**src/rtl/srs_pkg.sv**
```systemverilog
// Shared types and constants for the selective repeat sender.
`timescale 1ns / 1ps

package srs_pkg;

    // Fixed field widths
    localparam int SEQ_W = 16;
    localparam int PKT_W = 16;
    localparam int WIN_W = 7;
    localparam int CNT_W = 32;
    localparam int CFG_W = 16;

    // Command codes on the input channel
    typedef enum logic [1:0] {
        CMD_START   = 2'd0,
        CMD_ACK     = 2'd1,
        CMD_TIMEOUT = 2'd2
    } t_cmd;

    // Configuration register indexes
    localparam logic CFG_PACKET_TOTAL = 1'b0;
    localparam logic CFG_WINDOW_LIMIT = 1'b1;

endpackage

```
**src/rtl/srs_ram.sv**
```systemverilog
// Generic single-port-write, single-port-read RAM with registered read data.
`timescale 1ns / 1ps

module srs_ram #(
    parameter int WIDTH = 1,
    parameter int DEPTH = 64
) (
    input  logic                     i_clk,
    input  logic                     i_wr_en,
    input  logic [$clog2(DEPTH)-1:0] i_wr_addr,
    input  logic [WIDTH-1:0]         i_wr_data,
    input  logic                     i_rd_en,
    input  logic [$clog2(DEPTH)-1:0] i_rd_addr,
    output logic [WIDTH-1:0]         o_rd_data
);

    logic [WIDTH-1:0] r_mem [DEPTH];
    logic [WIDTH-1:0] r_rd_data;

    // Write port
    always_ff @(posedge i_clk) begin
        if (i_wr_en) begin
            r_mem[i_wr_addr] <= i_wr_data;
        end
    end

    // Registered read; data holds while no read is issued
    always_ff @(posedge i_clk) begin
        if (i_rd_en) begin
            r_rd_data <= r_mem[i_rd_addr];
        end
    end

    assign o_rd_data = r_rd_data;

endmodule

```
**src/rtl/selective_repeat_sender_top.sv**
```systemverilog
// Selective repeat ARQ sender: window control, acknowledge marks and send orders.
//
// Input channel (i_in_valid / o_in_stall) carries one command beat: start, ack
// with its sequence number, or retransmission timeout. Output channel
// (o_out_valid / i_out_stall) carries result beats: one per transmission
// order, or a single status beat when a command orders none; the final beat
// of a command has o_out_last set. Every beat carries the window base, the
// done flag and both counters as they stand after the whole command.
// Acknowledge marks live in a MAX_WINDOW x 1 RAM with registered read data.
// Start plans and counts, then sends the new sequence numbers (one per cycle
// while the output is not stalled). Ack marks its slot, slides the base (one
// RAM read-check pair per slot it slides), then plans, counts and sends.
// Timeout runs the counting scan over the outstanding slots, then the resend
// pass (read, then check, per outstanding slot). An unknown command gives
// a single status beat.
// The next command is taken while the final beat still waits in the output
// register. A stall on the output freezes the sequencer at its next beat.
// Reset clears window, counters and packet total at once, sets the window limit
// to one; the RAM needs no clearing since each slot is written on first send.
`timescale 1ns / 1ps

module selective_repeat_sender_top
    import srs_pkg::*;
#(
    parameter int MAX_WINDOW = 64,
    parameter int SEQ_BITS   = 16
) (
    input  logic             i_clk,
    input  logic             i_rst_n,
    // configuration write port
    input  logic             i_cfg_we,
    input  logic             i_cfg_index,
    input  logic [CFG_W-1:0] i_cfg_data,
    // input channel
    input  logic             i_in_valid,
    output logic             o_in_stall,
    input  logic [1:0]       i_in_command,
    input  logic [SEQ_W-1:0] i_in_ack_seq,
    // output channel
    output logic             o_out_valid,
    input  logic             i_out_stall,
    output logic             o_out_send_valid,
    output logic [SEQ_W-1:0] o_out_send_seq,
    output logic             o_out_is_retransmit,
    output logic             o_out_last,
    output logic [SEQ_W-1:0] o_out_window_base,
    output logic             o_out_transfer_done,
    output logic             o_out_ack_ignored,
    output logic [CNT_W-1:0] o_out_sends_total,
    output logic [CNT_W-1:0] o_out_resends_total
);

    localparam int SLOT_W   = $clog2(MAX_WINDOW);
    localparam int MASK_BITS = (SEQ_BITS < SEQ_W) ? SEQ_BITS : SEQ_W;
    localparam logic [SEQ_W-1:0] SEQ_MASK = SEQ_W'((17'd1 << MASK_BITS) - 17'd1);
    localparam logic [SLOT_W-1:0] SLOT_LAST = SLOT_W'(MAX_WINDOW - 1);
    localparam logic [SLOT_W:0]   SLOT_SPAN = (SLOT_W + 1)'(MAX_WINDOW);
    localparam logic [WIN_W-1:0]  WIN_MAX   = WIN_W'(MAX_WINDOW);

    typedef enum logic [3:0] {
        ST_IDLE,
        ST_ACK,
        ST_SL_RD,
        ST_SL_CHK,
        ST_PLAN,
        ST_COUNT,
        ST_SEND,
        ST_SCAN,
        ST_RS_RD,
        ST_RS_CHK,
        ST_STATUS
    } t_state;

    t_state              r_state;
    t_cmd                r_cmd;
    logic [SEQ_W-1:0]    r_ack;
    logic                r_ignored;

    logic [PKT_W-1:0]    r_pkt_total;
    logic [WIN_W-1:0]    r_win_limit;

    logic [SEQ_W-1:0]    r_base;
    logic [SEQ_W-1:0]    r_next;
    logic [SLOT_W-1:0]   r_base_slot;
    logic [SLOT_W-1:0]   r_next_slot;
    logic [CNT_W-1:0]    r_send_cnt;
    logic [CNT_W-1:0]    r_resend_cnt;

    logic [WIN_W-1:0]    r_n;
    logic [SEQ_W-1:0]    r_scan_seq;
    logic [SLOT_W-1:0]   r_scan_slot;
    logic                r_rd_pend;

    logic                r_out_valid;
    logic                r_out_send_valid;
    logic [SEQ_W-1:0]    r_out_send_seq;
    logic                r_out_is_retx;
    logic                r_out_last;
    logic [SEQ_W-1:0]    r_out_base;
    logic                r_out_done;
    logic                r_out_ignored;
    logic [CNT_W-1:0]    r_out_sends;
    logic [CNT_W-1:0]    r_out_resends;

    logic                in_accept;
    logic                out_free;
    logic [WIN_W-1:0]    eff_win;
    logic                ack_in_range;
    logic [SEQ_W-1:0]    ack_off;
    logic [SLOT_W:0]     ack_sum;
    logic [SLOT_W-1:0]   ack_slot;
    logic [SEQ_W:0]      lim_win;
    logic [SEQ_W:0]      lim;
    logic [SEQ_W:0]      refill_n;
    logic [CNT_W:0]      send_sum;
    logic [CNT_W:0]      resend_sum;
    logic                scan_more;

    logic                ram_wr_en;
    logic [SLOT_W-1:0]   ram_wr_addr;
    logic [0:0]          ram_wr_data;
    logic                ram_rd_en;
    logic [SLOT_W-1:0]   ram_rd_addr;
    logic [0:0]          ram_rd_data;

    function automatic logic [SLOT_W-1:0] slot_inc(input logic [SLOT_W-1:0] s);
        return (s == SLOT_LAST) ? '0 : s + 1'b1;
    endfunction

    assign in_accept = i_in_valid && !o_in_stall;
    assign out_free  = !r_out_valid || !i_out_stall;

    // Clamp the window limit into 1..MAX_WINDOW
    always_comb begin
        if (r_win_limit == '0) begin
            eff_win = WIN_W'(1);
        end else if (r_win_limit > WIN_MAX) begin
            eff_win = WIN_MAX;
        end else begin
            eff_win = r_win_limit;
        end
    end

    // Locate the slot of an acknowledged number relative to the base slot
    assign ack_in_range = (r_ack >= r_base) && (r_ack < r_next);
    assign ack_off      = r_ack - r_base;
    assign ack_sum      = (SLOT_W + 1)'(r_base_slot) + (SLOT_W + 1)'(ack_off[SLOT_W-1:0]);
    assign ack_slot     = (ack_sum >= SLOT_SPAN) ? SLOT_W'(ack_sum - SLOT_SPAN)
                                                 : ack_sum[SLOT_W-1:0];

    // New numbers that fit the window and the run length
    assign lim_win  = {1'b0, r_base} + (SEQ_W + 1)'(eff_win);
    assign lim      = (lim_win < {1'b0, r_pkt_total}) ? lim_win : {1'b0, r_pkt_total};
    assign refill_n = (lim > {1'b0, r_next}) ? lim - {1'b0, r_next} : '0;

    // Saturating counter sums for the whole command
    assign send_sum   = {1'b0, r_send_cnt} + (CNT_W + 1)'(r_n);
    assign resend_sum = {1'b0, r_resend_cnt} + (CNT_W + 1)'(r_n);

    assign scan_more = r_scan_seq < r_next;

    // RAM port steering
    always_comb begin
        ram_wr_en   = 1'b0;
        ram_wr_addr = r_next_slot;
        ram_wr_data = 1'b0;
        ram_rd_en   = 1'b0;
        ram_rd_addr = r_scan_slot;
        case (r_state)
            ST_ACK: begin
                ram_wr_en   = ack_in_range;
                ram_wr_addr = ack_slot;
                ram_wr_data = 1'b1;
            end
            ST_SEND: begin
                ram_wr_en   = out_free;
                ram_wr_addr = r_next_slot;
                ram_wr_data = 1'b0;
            end
            ST_SL_RD: begin
                ram_rd_en   = r_base < r_next;
                ram_rd_addr = r_base_slot;
            end
            ST_SCAN: begin
                ram_rd_en   = scan_more;
                ram_rd_addr = r_scan_slot;
            end
            ST_RS_RD: begin
                ram_rd_en   = 1'b1;
                ram_rd_addr = r_scan_slot;
            end
            default: begin
                ram_rd_en = 1'b0;
            end
        endcase
    end

    srs_ram #(
        .WIDTH (1),
        .DEPTH (MAX_WINDOW)
    ) u_marks (
        .i_clk     (i_clk),
        .i_wr_en   (ram_wr_en),
        .i_wr_addr (ram_wr_addr),
        .i_wr_data (ram_wr_data),
        .i_rd_en   (ram_rd_en),
        .i_rd_addr (ram_rd_addr),
        .o_rd_data (ram_rd_data)
    );

    // Configuration registers
    always_ff @(posedge i_clk) begin
        if (!i_rst_n) begin
            r_pkt_total <= '0;
            r_win_limit <= WIN_W'(1);
        end else if (i_cfg_we) begin
            case (i_cfg_index)
                CFG_PACKET_TOTAL: r_pkt_total <= i_cfg_data[PKT_W-1:0];
                CFG_WINDOW_LIMIT: r_win_limit <= i_cfg_data[WIN_W-1:0];
                default:          r_win_limit <= r_win_limit;
            endcase
        end
    end

    // Sequencer and output register
    always_ff @(posedge i_clk) begin
        if (!i_rst_n) begin
            r_state      <= ST_IDLE;
            r_base       <= '0;
            r_next       <= '0;
            r_base_slot  <= '0;
            r_next_slot  <= '0;
            r_send_cnt   <= '0;
            r_resend_cnt <= '0;
            r_rd_pend    <= 1'b0;
            r_out_valid  <= 1'b0;
        end else begin
            // drop the beat once taken
            if (r_out_valid && !i_out_stall) begin
                r_out_valid <= 1'b0;
            end

            case (r_state)
                ST_IDLE: begin
                    if (in_accept) begin
                        r_cmd       <= t_cmd'(i_in_command);
                        r_ack       <= i_in_ack_seq;
                        r_ignored   <= 1'b0;
                        r_scan_seq  <= r_base;
                        r_scan_slot <= r_base_slot;
                        r_rd_pend   <= 1'b0;
                        r_n         <= '0;
                        case (i_in_command)
                            CMD_START: begin
                                r_base       <= '0;
                                r_next       <= '0;
                                r_base_slot  <= '0;
                                r_next_slot  <= '0;
                                r_send_cnt   <= '0;
                                r_resend_cnt <= '0;
                                r_state      <= ST_PLAN;
                            end
                            CMD_ACK:     r_state <= ST_ACK;
                            CMD_TIMEOUT: r_state <= ST_SCAN;
                            default:     r_state <= ST_STATUS;
                        endcase
                    end
                end

                // mark the acknowledged slot, or flag a stray ack
                ST_ACK: begin
                    r_ignored <= !ack_in_range;
                    r_state   <= ST_SL_RD;
                end

                // slide the base past acknowledged slots
                ST_SL_RD: begin
                    r_state <= (r_base < r_next) ? ST_SL_CHK : ST_PLAN;
                end

                ST_SL_CHK: begin
                    if (ram_rd_data[0]) begin
                        r_base      <= r_base + 1'b1;
                        r_base_slot <= slot_inc(r_base_slot);
                        r_state     <= ST_SL_RD;
                    end else begin
                        r_state <= ST_PLAN;
                    end
                end

                ST_PLAN: begin
                    r_n     <= refill_n[WIN_W-1:0];
                    r_state <= ST_COUNT;
                end

                // count unacknowledged slots, one read issued per cycle
                ST_SCAN: begin
                    if (scan_more) begin
                        r_scan_seq  <= r_scan_seq + 1'b1;
                        r_scan_slot <= slot_inc(r_scan_slot);
                    end
                    r_rd_pend <= scan_more;
                    if (r_rd_pend && !ram_rd_data[0]) begin
                        r_n <= r_n + 1'b1;
                    end
                    if (!scan_more && !r_rd_pend) begin
                        r_state <= ST_COUNT;
                    end
                end

                // settle the counters for the whole command
                ST_COUNT: begin
                    r_send_cnt <= send_sum[CNT_W] ? '1 : send_sum[CNT_W-1:0];
                    if (r_cmd == CMD_TIMEOUT) begin
                        r_resend_cnt <= resend_sum[CNT_W] ? '1 : resend_sum[CNT_W-1:0];
                    end
                    r_scan_seq  <= r_base;
                    r_scan_slot <= r_base_slot;
                    if (r_n == '0) begin
                        r_state <= ST_STATUS;
                    end else if (r_cmd == CMD_TIMEOUT) begin
                        r_state <= ST_RS_RD;
                    end else begin
                        r_state <= ST_SEND;
                    end
                end

                // order new numbers, one beat a cycle while the output is not stalled
                ST_SEND: begin
                    if (out_free) begin
                        r_out_valid      <= 1'b1;
                        r_out_send_valid <= 1'b1;
                        r_out_send_seq   <= r_next & SEQ_MASK;
                        r_out_is_retx    <= 1'b0;
                        r_out_last       <= (r_n == WIN_W'(1));
                        r_out_base       <= r_base & SEQ_MASK;
                        r_out_done       <= r_base >= r_pkt_total;
                        r_out_ignored    <= r_ignored;
                        r_out_sends      <= r_send_cnt;
                        r_out_resends    <= r_resend_cnt;
                        r_next           <= r_next + 1'b1;
                        r_next_slot      <= slot_inc(r_next_slot);
                        r_n              <= r_n - 1'b1;
                        if (r_n == WIN_W'(1)) begin
                            r_state <= ST_IDLE;
                        end
                    end
                end

                ST_RS_RD: begin
                    r_state <= ST_RS_CHK;
                end

                // resend unacknowledged slots; skip marked ones
                ST_RS_CHK: begin
                    if (ram_rd_data[0]) begin
                        r_scan_seq  <= r_scan_seq + 1'b1;
                        r_scan_slot <= slot_inc(r_scan_slot);
                        r_state     <= ST_RS_RD;
                    end else if (out_free) begin
                        r_out_valid      <= 1'b1;
                        r_out_send_valid <= 1'b1;
                        r_out_send_seq   <= r_scan_seq & SEQ_MASK;
                        r_out_is_retx    <= 1'b1;
                        r_out_last       <= (r_n == WIN_W'(1));
                        r_out_base       <= r_base & SEQ_MASK;
                        r_out_done       <= r_base >= r_pkt_total;
                        r_out_ignored    <= r_ignored;
                        r_out_sends      <= r_send_cnt;
                        r_out_resends    <= r_resend_cnt;
                        r_scan_seq       <= r_scan_seq + 1'b1;
                        r_scan_slot      <= slot_inc(r_scan_slot);
                        r_n              <= r_n - 1'b1;
                        r_state          <= (r_n == WIN_W'(1)) ? ST_IDLE : ST_RS_RD;
                    end
                end

                // single status beat when nothing is ordered
                ST_STATUS: begin
                    if (out_free) begin
                        r_out_valid      <= 1'b1;
                        r_out_send_valid <= 1'b0;
                        r_out_send_seq   <= '0;
                        r_out_is_retx    <= 1'b0;
                        r_out_last       <= 1'b1;
                        r_out_base       <= r_base & SEQ_MASK;
                        r_out_done       <= r_base >= r_pkt_total;
                        r_out_ignored    <= r_ignored;
                        r_out_sends      <= r_send_cnt;
                        r_out_resends    <= r_resend_cnt;
                        r_state          <= ST_IDLE;
                    end
                end

                default: begin
                    r_state <= ST_IDLE;
                end
            endcase
        end
    end

    assign o_in_stall          = (r_state != ST_IDLE);
    assign o_out_valid         = r_out_valid;
    assign o_out_send_valid    = r_out_send_valid;
    assign o_out_send_seq      = r_out_send_seq;
    assign o_out_is_retransmit = r_out_is_retx;
    assign o_out_last          = r_out_last;
    assign o_out_window_base   = r_out_base;
    assign o_out_transfer_done = r_out_done;
    assign o_out_ack_ignored   = r_out_ignored;
    assign o_out_sends_total   = r_out_sends;
    assign o_out_resends_total = r_out_resends;

`ifndef SYNTHESIS
    // outstanding span never exceeds the mark RAM
    a_window_span: assert property (@(posedge i_clk) disable iff (!i_rst_n)
        (r_next >= r_base) && ((r_next - r_base) <= SEQ_W'(MAX_WINDOW)))
        else $error("outstanding window exceeds mark storage");

    // a status beat always closes its command
    a_status_last: assert property (@(posedge i_clk) disable iff (!i_rst_n)
        (o_out_valid && !o_out_send_valid) |-> (o_out_last && !o_out_is_retransmit))
        else $error("status beat without last or with retransmit flag");

    // an accepted command keeps the input stalled in the next cycle
    a_busy_after_accept: assert property (@(posedge i_clk) disable iff (!i_rst_n)
        (i_in_valid && !o_in_stall) |=> o_in_stall)
        else $error("input not stalled after accepting a command");

    // resend counter never runs ahead of the send counter
    a_counter_order: assert property (@(posedge i_clk) disable iff (!i_rst_n)
        r_resend_cnt <= r_send_cnt)
        else $error("resend count exceeds send count");
`endif

endmodule

```
**config.mk**
```make
export PLATFORM = sky130hd
export DESIGN_NAME = selective_repeat_sender_top
export DESIGN_NICKNAME = d
export VERILOG_FILES = /design/src/rtl/srs_pkg.sv /design/src/rtl/srs_ram.sv /design/src/rtl/selective_repeat_sender_top.sv
export SDC_FILE = /design/constraint.sdc
export NUM_CORES = 1
export LEC_CHECK = 0
export BUFFER_PORTS_ARGS = -buffer_cell sky130_fd_sc_hd__buf_2
export CAP_MARGIN = 5
export CORE_MARGIN = 2
export CORE_UTILIZATION = 34
export CTS_CLUSTER_DIAMETER = 60
export DETAILED_ROUTE_END_ITERATION = 10
export PLACE_DENSITY = 0.59
export SLEW_MARGIN = 5
export SYNTH_ARGS = -nofsm -noshare
export SYNTH_HDL_FRONTEND = slang
export SYNTH_SLANG_ARGS = --single-unit
```
**constraint.sdc**
```tcl
create_clock -name i_clk -period 9.15 [get_ports i_clk]
set_clock_uncertainty 0.2 [all_clocks]
set_input_delay 0.4575 -clock i_clk [delete_from_list [all_inputs] [get_ports i_clk]]
set_output_delay 0.4575 -clock i_clk [all_outputs]
set_load 0.05 [all_outputs]
```
# Yosys cells after proc, flatten, opt, wreduce, memory -nomap -nowiden
# Memories as Yosys holds them, arrays and structs flattened. A register that Yosys moved wholly into a read port is not among the register bits.
# Cells that the tools add are included.
dict set report op_classes {
  reduce_logical 44
  n_mux 100
  n_addsub 15
  bitwise_logic 1
  n_eq_ne 31
  n_lt_le_gt_ge 9
}
# operator count
set ops {}
lappend ops {{two-way mux 32 bit} 9}
lappend ops {{case mux 32 bit (2 select lines)} 4}
lappend ops {{two-way mux 16 bit} 14}
lappend ops {{case mux 16 bit (2 select lines)} 3}
lappend ops {{two-way mux 6 bit} 14}
lappend ops {{adder 32 x 7 -> 33 bit} 2}
lappend ops {{case mux 16 bit (4 select lines)} 1}
lappend ops {{two-way mux 7 bit} 7}
lappend ops {{adder 16 x 1 -> 16 bit, second input constant} 3}
lappend ops {{< comparator 16 bit} 3}
lappend ops {{case mux 16 bit (3 select lines)} 1}
lappend ops {{case mux 4 bit (11 select lines)} 1}
lappend ops {{two-way mux 4 bit} 10}
lappend ops {{case mux 7 bit (5 select lines)} 1}
lappend ops {{greater-or-equal comparator 16 bit} 2}
lappend ops {{case mux 6 bit (2 select lines)} 2}
lappend ops {{case mux 6 bit (4 select lines)} 1}
lappend ops {{inequality test 2 bit, second input constant} 10}
lappend ops {{adder 6 x 1 -> 6 bit, second input constant} 3}
lappend ops {{== test 6 bit, second input constant} 3}
lappend ops {{two-way mux 1 bit} 18}
lappend ops {{adder 16 x 7 -> 17 bit} 1}
lappend ops {{> comparator 17 x 16 -> 1 bit} 1}
lappend ops {{< comparator 17 x 16 -> 1 bit} 1}
lappend ops {{39 further kinds} 85}
dict set report word_totals {
  mem_count 1
  mem_bits_rw 64
  word_cells 227
  register_bits 286
}
# name words word_bits read_ports rd_ports_with_merged_regs wr line
set mem_list {}
lappend mem_list {u_marks.r_mem 64 1 1 1 1 srs_ram.sv:17} ;# logic [WIDTH-1:0] r_mem [DEPTH];

# Logic depth before layout (Yosys ltp)
dict set report depth {
  word_depth 9
  depth_mapped 30
  depth_no_buf 29
}

# By module
# Synthesis repeated with hierarchy kept, for this count alone.
dict set report unflattened {
  hier_cells 1929
  area_unflattened_um2 19381.1
}
# mod instances area_per_inst_um2 seq_area_each_um2 cells_per_inst
set modules_own_cells {}
lappend modules_own_cells {selective_repeat_sender_top 1 16434.5 7216.9 1724}
lappend modules_own_cells {srs_ram 1 2946.6 1951.9 205}

# Worst setup path after synthesis
# Ideal clock, no wire load.
dict set report synth_path {
  path_kind {register to register}
  startpoint {register r_state[3]}
  endpoint {register r_out_ignored (netlist: o_out_ack_ignored) (enable)}
  path_stages_with_launch 7
  t_required_ns 8.303
  arrival_time_ns 7.342
  setup_ns 0.647
  period_less_slack_ns 8.189
  path_buffers 1
  setup_slack_ns 0.961
  path_cell_list {dfxtp_1 nand2b_1 or2_1 clkbuf_1 o21ai_1 and3_1 a21boi_0}
}
dict set report synth_via {
  elab_chain_len 4
  word_cells_on_any_way 7
  cone_classes {4 x eq/ne; 3 x reduce/logical}
}
# element line
set synth_rtl {}
lappend synth_rtl {{start: declaration} selective_repeat_sender_top.sv:74} ;# t_state r_state;
lappend synth_rtl {{start signal: assignment} selective_repeat_sender_top.sv:278} ;# r_state <= (r_base < r_next) ? ST_SL_CHK : ST_PLAN;
lappend synth_rtl {{start signal: assignment} selective_repeat_sender_top.sv:374} ;# r_state <= (r_n == WIN_W'(1)) ? ST_IDLE : ST_RS_RD;
lappend synth_rtl {{== test 4 bit / == test 4 x 3 -> 1 bit (equally long branches)} selective_repeat_sender_top.sv:243} ;# case (r_state)
lappend synth_rtl {{OR reduction 2 bit (no source line)} --}
lappend synth_rtl {{nonzero test 2 bit (no source line)} --}
lappend synth_rtl {{AND reduction 3 bit (no source line) *} --}
lappend synth_rtl {{end signal: assignment} selective_repeat_sender_top.sv:338} ;# r_out_ignored <= r_ignored;
lappend synth_rtl {{end signal: assignment} selective_repeat_sender_top.sv:368} ;# r_out_ignored <= r_ignored;
lappend synth_rtl {{end signal: assignment} selective_repeat_sender_top.sv:388} ;# r_out_ignored <= r_ignored;
lappend synth_rtl {{end: declaration} selective_repeat_sender_top.sv:101} ;# logic r_out_ignored;
# Mark *: on every way between the ends. The rest lies on a longest branch, timed or not.
# A chain may end at the register's enable or synchronous reset.

# Final worst setup path
dict set report layout_path {
  startpoint {register r_win_limit[1]}
  endpoint {register r_n[1], data pin}
}
dict set report layout_via {
  elab_chain_len 9
  word_cells_on_any_way 11
  cone_classes {2 x add/sub; 3 x order compare; 5 x mux; 1 x reduce/logical}
}
# element line
set layout_rtl {}
lappend layout_rtl {{start: declaration} selective_repeat_sender_top.sv:80} ;# logic [WIN_W-1:0] r_win_limit;
lappend layout_rtl {{start signal: assignment} selective_repeat_sender_top.sv:219} ;# CFG_WINDOW_LIMIT: r_win_limit <= i_cfg_data[WIN_W-1:0];
lappend layout_rtl {{start signal: assignment} selective_repeat_sender_top.sv:220} ;# default: r_win_limit <= r_win_limit;
lappend layout_rtl {{> comparator 7 bit} selective_repeat_sender_top.sv:137} ;# end else if (r_win_limit > WIN_MAX) begin
lappend layout_rtl {{two-way mux 7 bit} selective_repeat_sender_top.sv:137}
lappend layout_rtl {{two-way mux 7 bit *} selective_repeat_sender_top.sv:135} ;# if (r_win_limit == '0) begin
lappend layout_rtl {{adder 16 x 7 -> 17 bit *} selective_repeat_sender_top.sv:152} ;# assign lim_win = {1'b0, r_base} + (SEQ_W + 1)'(eff_win);
lappend layout_rtl {{< comparator 17 x 16 -> 1 bit} selective_repeat_sender_top.sv:153} ;# assign lim = (lim_win < {1'b0, r_pkt_total}) ? lim_win : {1'b0, r_pkt_total};
lappend layout_rtl {{two-way mux 17 bit *} selective_repeat_sender_top.sv:153}
lappend layout_rtl {{> comparator 17 x 16 -> 1 bit / subtractor 7 bit (equally long branches)} selective_repeat_sender_top.sv:154} ;# assign refill_n = (lim > {1'b0, r_next}) ? lim - {1'b0, r_next} : '0;
lappend layout_rtl {{two-way mux 7 bit *} selective_repeat_sender_top.sv:154}
lappend layout_rtl {{case mux 7 bit (5 select lines) *} selective_repeat_sender_top.sv:243}
lappend layout_rtl {{end signal: assignment} selective_repeat_sender_top.sv:292} ;# r_n <= refill_n[WIN_W-1:0];
lappend layout_rtl {{end signal: assignment} selective_repeat_sender_top.sv:304} ;# r_n <= r_n + 1'b1;
lappend layout_rtl {{end signal: assignment} selective_repeat_sender_top.sv:343} ;# r_n <= r_n - 1'b1;
lappend layout_rtl {{end: declaration} selective_repeat_sender_top.sv:89} ;# logic [WIN_W-1:0] r_n;
# Marked as above.

==> impl_metrics.ini <==
[logic_synthesis]
ys_types = 95
syn_area_per_cell_um2 = 9.96
yosys-mux-area-fraction_pct = 3.06
synthTopCellsByArea = edfxtp_1 (33%), dfxtp_1 (14%), ha_1 (9.4%)
synth_compound_area_share_pct = 15.8
synthSimpleGateAreaFrac_pct = 17.3
synthXorXnorAreaFrac_pct = 3.48
yosys.area.top_type = edfxtp_1
synth_nets = 2164
synth_edf_count = 214
syn-cell-area_mm2 = 0.0196
synth_fa_ha_area_share_pct = 9.98
synth_top_family_by_area = simple AND/OR/NAND/NOR gates
synth-async-reset-ratio_pct = 0
yosysTopAreaCellShare_pct = 32.7
synthFlopType = edfxtp_1
ys_seq_elements = 351
seq_area_frac_synth_pct = 46.7
synth_warnings = 0
synth_cells = 1971

[cells_and_area]
area_growth_syn_to_layout_pct = 16.9
final_core_util_pct = 40.0
drive_above_1_share_pct = 12.8
register_area_mm2 = 0.00917
mostFrequentLayoutCell = edfxtp_1
final_cell_mix = edfxtp_1 (214), nand2_1 (176), a21oi_1 (147), ha_1 (147), nor2_1 (143)
multi_input_area_mm2 = 0.00978
nets = 2324
fin_cells = 2932
n_fill_cell = 5608
design_area_mm2 = 0.0230

[floorplan]
initial_core_util_pct = 34.2
fp-row-count = 88
core-area_mm2 = 0.0574
die_area_mm2 = 0.0597
die_y_um = 244
ioPinCount = 143
die_w_um = 244

[clock_network]
clock_sinks = 351
cts_buffers = 44
cts_tree = done
clkLatencyLatePin_ns = 0.57
cts_resized = 0
cts_root_buffer = clkbuf_16
post_cts_buffers = 0
cts_max_path_buffers = 3
cts.clk_slew.worst_paths_ns = 0.06
htree_num_levels = 2

[worst_setup_path]
cp_common_cell = a21oi_1
path_buf_inv = 1
required_ns = 9.23
slowest_stage = a211oi_4
critPathCaptureType = flop
path_max_fanout = 17
worst_ep_arrival_time_ns = 7.12
cp-start-kind = flop
slowest_delay_ns = 0.81
critPathKind = flop to flop
crit_family = compound AO/OA/AOI/OAI gates

[sta]
min_period_ns = 7.04
tightest_slew_ns = 1.26
max_slew_margin_pct = 15.0
fmax_mhz = 142
fin_crit_sh_pct = 77.0
rsz0062_at_grt = no
maxSlewViolCount = 0
setup_viol = 0
finalHoldViolCount = 0
finalWorstSetupSlack_ns = 2.11
setup_tns_ns = 0

[placed_design]
placed_area_mm2 = 0.0211
dp_slack_ns = 2.15
dp_cells = 2816
io_buffers = 142
place_hpwl_um = 40200
gp_congestion = 0.892

[hold_path]
worst_hold_path_type = primary input to flop

[pwr]
total_leakage_power_uw = 0.00835
p_per_area_mw_per_mm2 = 221
peakVddDrop_uv = 128

[outcome]
status = complete, no violations

[global_routing]
first_global_vias = 15644
grt_pass1_wl_um = 87700
overflow = 0
grt.total_usage_pct = 18.5
antenna_found_initial = 2
grt_max_degree = 73

[detailed_routing]
vias = 16123
first_pass_iters = 7
viasPerCell = 5.50
final_antenna_net_count = 0
wirelength_um = 56200
drt_iter0_drc = 1282
wire_per_inst_um = 19.2
route.detailed.drc = 0

[flow_run]
max_cap_violations = 0
layout make-up:
cell class / instances / share of cell area, %
antenna: 1 / 0.0109
clock buffer: 58 / 5.43
clock inverter: 23 / 1.01
inverter: 98 / 1.60
multi-input combinational: 1441 / 42.6
sequential: 351 / 39.9
tap: 765 / 4.17
timing repair buffer: 195 / 5.20
synth_stat cells (all sizes together), types with 6 or more instances:
| cell | count |
|---|---|
| a211oi | 16 |
| a21o | 38 |
| a21oi | 148 |
| a221oi | 8 |
| a22o | 17 |
| a311oi | 10 |
| a31oi | 26 |
| and2 | 8 |
| and3 | 13 |
| buf | 16 |
| clkbuf | 65 |
| dfxtp | 137 |
| edfxtp | 214 |
| fa | 6 |
| ha | 147 |
| inv | 98 |
| mux2 | 23 |
| mux2i | 24 |
| nand2 | 177 |
| nand2b | 19 |
| nand3 | 75 |
| nand4 | 30 |
| nor2 | 147 |
| nor2b | 18 |
| nor3 | 51 |
| nor4 | 89 |
| o211ai | 10 |
| o21a | 16 |
| o21ai | 110 |
| o22ai | 10 |
| o311ai | 6 |
| o31ai | 10 |
| or2 | 10 |
| or3 | 11 |
| xnor2 | 57 |
| xor2 | 21 |
kinds of logic after synthesis:
logic type                 after synthesis
and+or+nand+nor                        676
AOI/OAI and AO/OA                      483
DFF                                    351
buffers and inverters                  179
adders and majority gates              153
xor gates and xnor gates                78
muxes                                   51
metrics by stage:
stage / hold slack [ns] / total power, uW
after floorplan: 0.200 / 2940
after global placement: 0.255 / 3280
after detailed placement: 0.259 / 3300
after CTS: 0.0142 / 5100
after global routing: 0.0541 / 5310
final: 0.0473 / 5070
worst min-delay path, cell delays in order:
cell     delay [ns]
buf_2          0.16
nand3_1        0.09
a21oi_1        0.05
repair_timing:
action | in CTS | in global routing
setup endpoints to repair | 0 | 0
hold buffers | 34 | 0
hold endpoints to repair | 41 | 0
worst paths after layout:
path                        from           endpoint  slack (ns)  depth (start not counted)
hold reg to reg        r_ignored  o_out_ack_ignored        0.27                          0
setup / recovery  r_win_limit[1]             r_n[1]        2.11                         28
hold / removal          i_cfg_we     r_win_limit[4]        0.05                          3
setup reg to reg  r_win_limit[1]             r_n[1]        2.11                         28
registers in the layout, indices dropped and copies added (netlist names), 16 cells and up:
name and flops:
u_marks.r_mem 64, o_out_resends_total 32, o_out_sends_total 32, r_resend_cnt 32, r_send_cnt 32, o_out_send_seq 16, o_out_window_base 16, r_ack 16
r_base 16, r_next 16, r_pkt_total 16, r_scan_seq 16
report_power, final:
| group | switching [uW] | total (uW) | internal (uW) |
|---|---|---|---|
| Clock | 717 | 1780 | 1060 |
| Sequential | 151 | 2000 | 1850 |
| Combinational | 860 | 1290 | 431 |
metal layers:
layer	part of all wire [%]	track usage (%)	up-vias
met4	2.6	5.69	2
met2	45	29.8	512
met5	0.018	0	-
met3	6.0	3.16	98
met1	46	25.4	7791
li1	-	-	7720
Note: power is estimated with default switching activity, not from simulation.
